`config.mk`:
```
export PLATFORM = sky130hd
export DESIGN_NAME = shc_mul
export DESIGN_NICKNAME = d
export VERILOG_FILES = /design/src/hdl/shc_pkg.sv /design/src/hdl/shc_mul.sv
export SDC_FILE = /design/constraint.sdc
export NUM_CORES = 2
export LEC_CHECK = 0
export ABC_AREA = 0
export BUFFER_PORTS_ARGS = -buffer_cell sky130_fd_sc_hd__buf_4
export CAP_MARGIN = 10
export CORE_MARGIN = 3
export CORE_UTILIZATION = 35
export CTS_BUF_LIST = sky130_fd_sc_hd__clkbuf_2
export CTS_CLUSTER_DIAMETER = 40
export CTS_CLUSTER_SIZE = 8
export DETAILED_ROUTE_END_ITERATION = 10
export GPL_TIMING_DRIVEN = 0
export PLACE_DENSITY = 0.61
export SKIP_CTS_REPAIR_TIMING = 1
export SYNTH_ARGS = -nofsm -noshare
export SYNTH_HDL_FRONTEND = slang
export SYNTH_SLANG_ARGS = --single-unit
export TNS_END_PERCENT = 10
```
`constraint.sdc`:
```
create_clock -name i_clk -period 8.81 [get_ports i_clk]
set_input_delay 0.881 -clock i_clk [delete_from_list [all_inputs] [get_ports i_clk]]
set_output_delay 0.881 -clock i_clk [all_outputs]
set_load 0.005 [all_outputs]
```
`src/hdl/shc_pkg.sv`:
```
// Shared types, constants and fixed-point helpers for the stereo headphone crossfeed.
// Used by the channel interfaces, the multiplier and the top level.
package shc_pkg;

    localparam int DEFAULT_DELAY_DEPTH = 1024;
    localparam int DEFAULT_SAMPLE_BITS = 24;

    localparam int COEF_FRAC    = 22;
    localparam int MID_FRAC     = 6;
    localparam int BYPASS_LIMIT = 65;
    localparam int ACC_W        = 64;
    localparam int MUL_A_W      = 41;
    localparam int MUL_B_W      = 25;
    localparam int OPER_W       = 41;
    localparam int LP_W         = 32;
    localparam int MIX_W        = 17;
    localparam int TAPS_W       = 10;
    localparam int COEF_W       = 24;
    localparam int CFG_IDX_W    = 3;
    localparam int CFG_DATA_W   = 24;
    localparam int STEP_W       = 5;

    localparam logic [CFG_IDX_W-1:0] CFG_MODE     = 3'd0;
    localparam logic [CFG_IDX_W-1:0] CFG_MIX      = 3'd1;
    localparam logic [CFG_IDX_W-1:0] CFG_TAPS     = 3'd2;
    localparam logic [CFG_IDX_W-1:0] CFG_COEF_A   = 3'd3;
    localparam logic [CFG_IDX_W-1:0] CFG_COEF_B   = 3'd4;
    localparam logic [CFG_IDX_W-1:0] CFG_COEF_C   = 3'd5;
    localparam logic [CFG_IDX_W-1:0] CFG_COEF_D   = 3'd6;
    localparam logic [CFG_IDX_W-1:0] CFG_OUT_GAIN = 3'd7;

    localparam logic              MODE_NATURAL = 1'b0;
    localparam logic              MODE_BS2B    = 1'b1;
    localparam logic signed [23:0] UNITY_Q22   = 24'sh400000;

    typedef enum logic [4:0] {
        S_CLEAR  = 5'b00001,
        S_IDLE   = 5'b00010,
        S_BS     = 5'b00100,
        S_NAT    = 5'b01000,
        S_FINISH = 5'b10000
    } t_state;

    // round half up, then arithmetic shift right
    function automatic logic signed [ACC_W-1:0] rshr(input logic signed [ACC_W-1:0] v,
                                                     input int sh);
        logic signed [ACC_W-1:0] t;
        if (sh == 0) begin
            return v;
        end
        t = v + (64'sd1 <<< (sh - 1));
        return t >>> sh;
    endfunction

    function automatic logic signed [ACC_W-1:0] sat(input logic signed [ACC_W-1:0] v,
                                                    input int bits);
        logic signed [ACC_W-1:0] hi;
        logic signed [ACC_W-1:0] lo;
        hi = (64'sd1 <<< (bits - 1)) - 64'sd1;
        lo = -hi - 64'sd1;
        if (v > hi) begin
            return hi;
        end
        if (v < lo) begin
            return lo;
        end
        return v;
    endfunction

endpackage

```
`src/hdl/shc_mul.sv`:
```
// Shared signed multiplier with a registered product.
// Widths come from shc_pkg.
module shc_mul (
    input  logic                                 i_clk,
    input  logic signed [shc_pkg::MUL_A_W-1:0]   i_a,
    input  logic signed [shc_pkg::MUL_B_W-1:0]   i_b,
    output logic signed [shc_pkg::ACC_W-1:0]     o_prod
);
    logic signed [shc_pkg::MUL_A_W+shc_pkg::MUL_B_W-1:0] r_prod;

    always_ff @(posedge i_clk) begin
        r_prod <= i_a * i_b;
    end

    assign o_prod = r_prod[shc_pkg::ACC_W-1:0];
endmodule

```
Word level (Yosys, flattened, before mapping)

Cells that the tools add are included.

Register bits: 64
Output and inout bits: 64
Input bits: 67

$mul: 1

Operators by type and width:

| kind                         | count |
|---|---|
| multiplier 41 x 25 -> 64 bit | 1 |

Depth between registers and ports, before layout

Depth after elaboration: 1
Depth in mapped cells: 27

Least setup slack after synthesis

OpenSTA, ideal clock, no wires.

Kind: input to register
Start: in i_b[4] in the netlist's numbering
End: reg r_prod[63] in the netlist's numbering
Required time: 8.689 ns
Stages: 25
Setup time: 0.121 ns
Arrival: 7.184 ns
Path slack: 1.505 ns
Buffers on the path: 2
Cells stage by stage: clkbuf_1 -> nand2_1 -> fa_1 -> inv_1 -> fa_1 -> fa_1 -> inv_1 -> fa_1 -> inv_1 -> fa_1 -> fa_1 -> inv_1 -> fa_1 -> inv_1 -> ha_1 -> buf_6 -> a21o_1 -> o21bai_4 -> a311oi_2 -> o22ai_1 -> a2111oi_2 -> a21oi_2 -> a311o_1 -> a31o_1 -> xnor2_1

Word-level cells in the longest chain between the ends: 1

Ends and longest elaborated chain:

| element                      | line          | text |
|---|---|---|
| from (decl)                  | shc_mul.sv:6  | `input logic signed [shc_pkg::MUL_B_W-1:0] i_b,` |
| multiplier 41 x 25 -> 64 bit | shc_mul.sv:12 | `r_prod <= i_a * i_b;` |
| to (signal assigned)         | shc_mul.sv:12 |  |
| to (decl)                    | shc_mul.sv:9  | `logic signed [shc_pkg::MUL_A_W+shc_pkg::MUL_B_W-1:0] r_prod;` |

No other way between the ends.

Worst setup path after layout

Start: in i_b[11] in the netlist's numbering
End: reg r_prod[62] in the netlist's numbering

Same word-level chain as after synthesis.

==> flow_summary.toml <==
[outcome]
outcome = "finished, final reports clean"

[global_routing]
grt_pass1_wl_um = 184000
grt_max_degree = 15
grt_overflow_total = 0
antenna_found_initial = 22
grt_pass1_vias = 28500
grt_use_total = 0.238

[synthesis]
synth_flop_cell = "dfxtp_1"
ys_top_cells_by_count = "1008 x fa_1, 966 x inv_1, 636 x nand2_1, 401 x and2_1, 193 x clkbuf_1"
synth_warnings = 0
syn-cell-area_sq_um = 35700
yosysTopAreaCellShare = 0.566
postSynthCellCount = 3859
synthTopCellsByArea = "fa_1 57%, inv_1 10%, and2_1 7.0%, nand2_1 6.7%, ha_1 6.0%"
synth_most_common_cell = "fa_1"
synth_edf_count = 0
synthDistinctLibCells = 61
avgSynthCellArea_sq_um = 9.24
ys_async_sr_fraction = 0
syn_nets = 5104
synth_seq_cells = 64
synth_top_area_cell = "fa_1"
ys_seq_area_frac = 0.0359

[cells_and_area]
top_register = "r_prod"
drive_gt1_frac = 0.0459
regArea_sq_um = 1280
multiInputGateArea_sq_um = 30000
syn_to_final_growth_pct = 8.16
largest_reg_flops = 64
reg.largest.list = "r_prod x64"
fillCellCount = 10200
nets = 5245

[die]
die_x_um = 325
rows = 116
core_sq_um = 101000
die_h_um = 325
initial_core_util = 0.355
fp.dieArea_sq_um = 106000
boundaryPins = 131

[placed_design]
place_hpwl_um = 106000
port_buffers = 130
routabilityCongestion = 0.972

[sta]
worst_pin_slew_ns = 1.17
final-max-slew-violation-count = 0
rsz0062_at_grt = "true"
post-route-min-period_ns = 8.75
whs_ns = 0.480
min_period_over_period = 0.993
finalHoldViolations = 0
relSlewSlack = 0.222
fmax_ghz = 0.114
setup_violations = 0

[cts]
cts_sinks = 64
cts_max_level = 3
root_buffer = "clkbuf_2"
cts_tree = "built"
numCtsBuffers = 9
clockBufferDepth = 2
path_clk_slew_ns = 0.24

[critical_path]
path_max_fanout = 10
start_kind = "input port"
cp.required_ns = 9.60
crit_path_end_kind = "flop"
crit_type = "in2reg"
arrival_ns = 9.54

[drt]
dr.pass1.iters = 6
wl_per_cell_um = 22.8
detail-route-antenna-nets = 0
drtIter0Drc = 2074
vias_per_cell = 4.94
drc_errors = 0
wl_um = 123000
num_vias = 26600

[flow_run]
cap_violations = 0

[min_path]
hp-class = "in2reg"
hold_depth = 2
-- per-stage QoR --
step                      worst slack, ns  setup TNS [ns]  instances  utilization  cell area, sq um
final                              0.0590               0       5383        0.384             38600
after global routing              -0.0189         -0.0189       5365        0.383             38500
after CTS                          -0.179          -0.786       5364        0.383             38500
after floorplan                      1.51               0       3859            -             35700
after detailed placement            -1.09          -12.43       5348        0.381             38400
after global placement              -1.14          -13.79       5346        0.381             38300
-- logic make-up (layout without fill, tap and decap cells) --
family,after synthesis,in the layout,share of synthesized area
muxes,1,1,0.000281
other,0,21,0
adders and majority gates,1178,1178,0.625
and+or+nand+nor,1167,1167,0.158
DFF,64,64,0.0359
AOI/OAI and AO/OA,204,204,0.0380
xor gates and xnor gates,79,79,0.0194
buffers and inverters,1166,1312,0.123
-- worst max-delay path, cell delays in order --
cell,delay (ns)
buf_4,0.13
clkbuf_1,0.74
nand2_1,0.18
fa_1,0.54
fa_1,0.60
inv_1,0.07
fa_1,0.48
fa_1,0.58
fa_1,0.44
fa_1,0.43
fa_1,0.65
ha_1,0.57
nand2_1,0.25
nor4b_1,0.45
o21ai_0,0.23
a31oi_1,0.60
o211ai_1,0.47
a211oi_1,0.55
o21ai_0,0.24
a31oi_1,0.25
xor2_1,0.20
-- per-layer routing --
| metal | wire length [um] | GRT usage |
|---|---|---|
| met1 | 47700 | 0.308 |
| met2 | 56900 | 0.383 |
| met3 | 11400 | 0.0528 |
| met4 | 6910 | 0.109 |
| met5 | 34 | 0 |
-- layout by cell type, fill, tap and decap left out, drive strengths merged, types with 52 or more instances in the layout --
cell	n
ha	170
inv	966
clkbuf	198
buf	139
nand2	636
fa	1008
dfxtp	64
a21oi	74
xnor2	52
and2	401
-- layout make-up --
type                    count  area share
multi-input cells        2629       0.778
diodes                     21     0.00136
repair buffers            132      0.0258
flip-flops and latches     64      0.0332
clock buffers              10     0.00130
inverters                 966      0.0940
clock inverters             6     0.00217
well taps                1357      0.0440
plain buffers             198      0.0203
-- final timing paths --
check	startpoint	endpoint	slack, ns
worst max-delay path	i_b[11]	r_prod[62]$_DFF_P_	0.06
worst min-delay path	i_a[0]	r_prod[0]$_DFF_P_	0.48
Power is left out: the tool's default activity adds up to more than one toggle a clock period on the data nets, which glitch-free logic cannot reach.
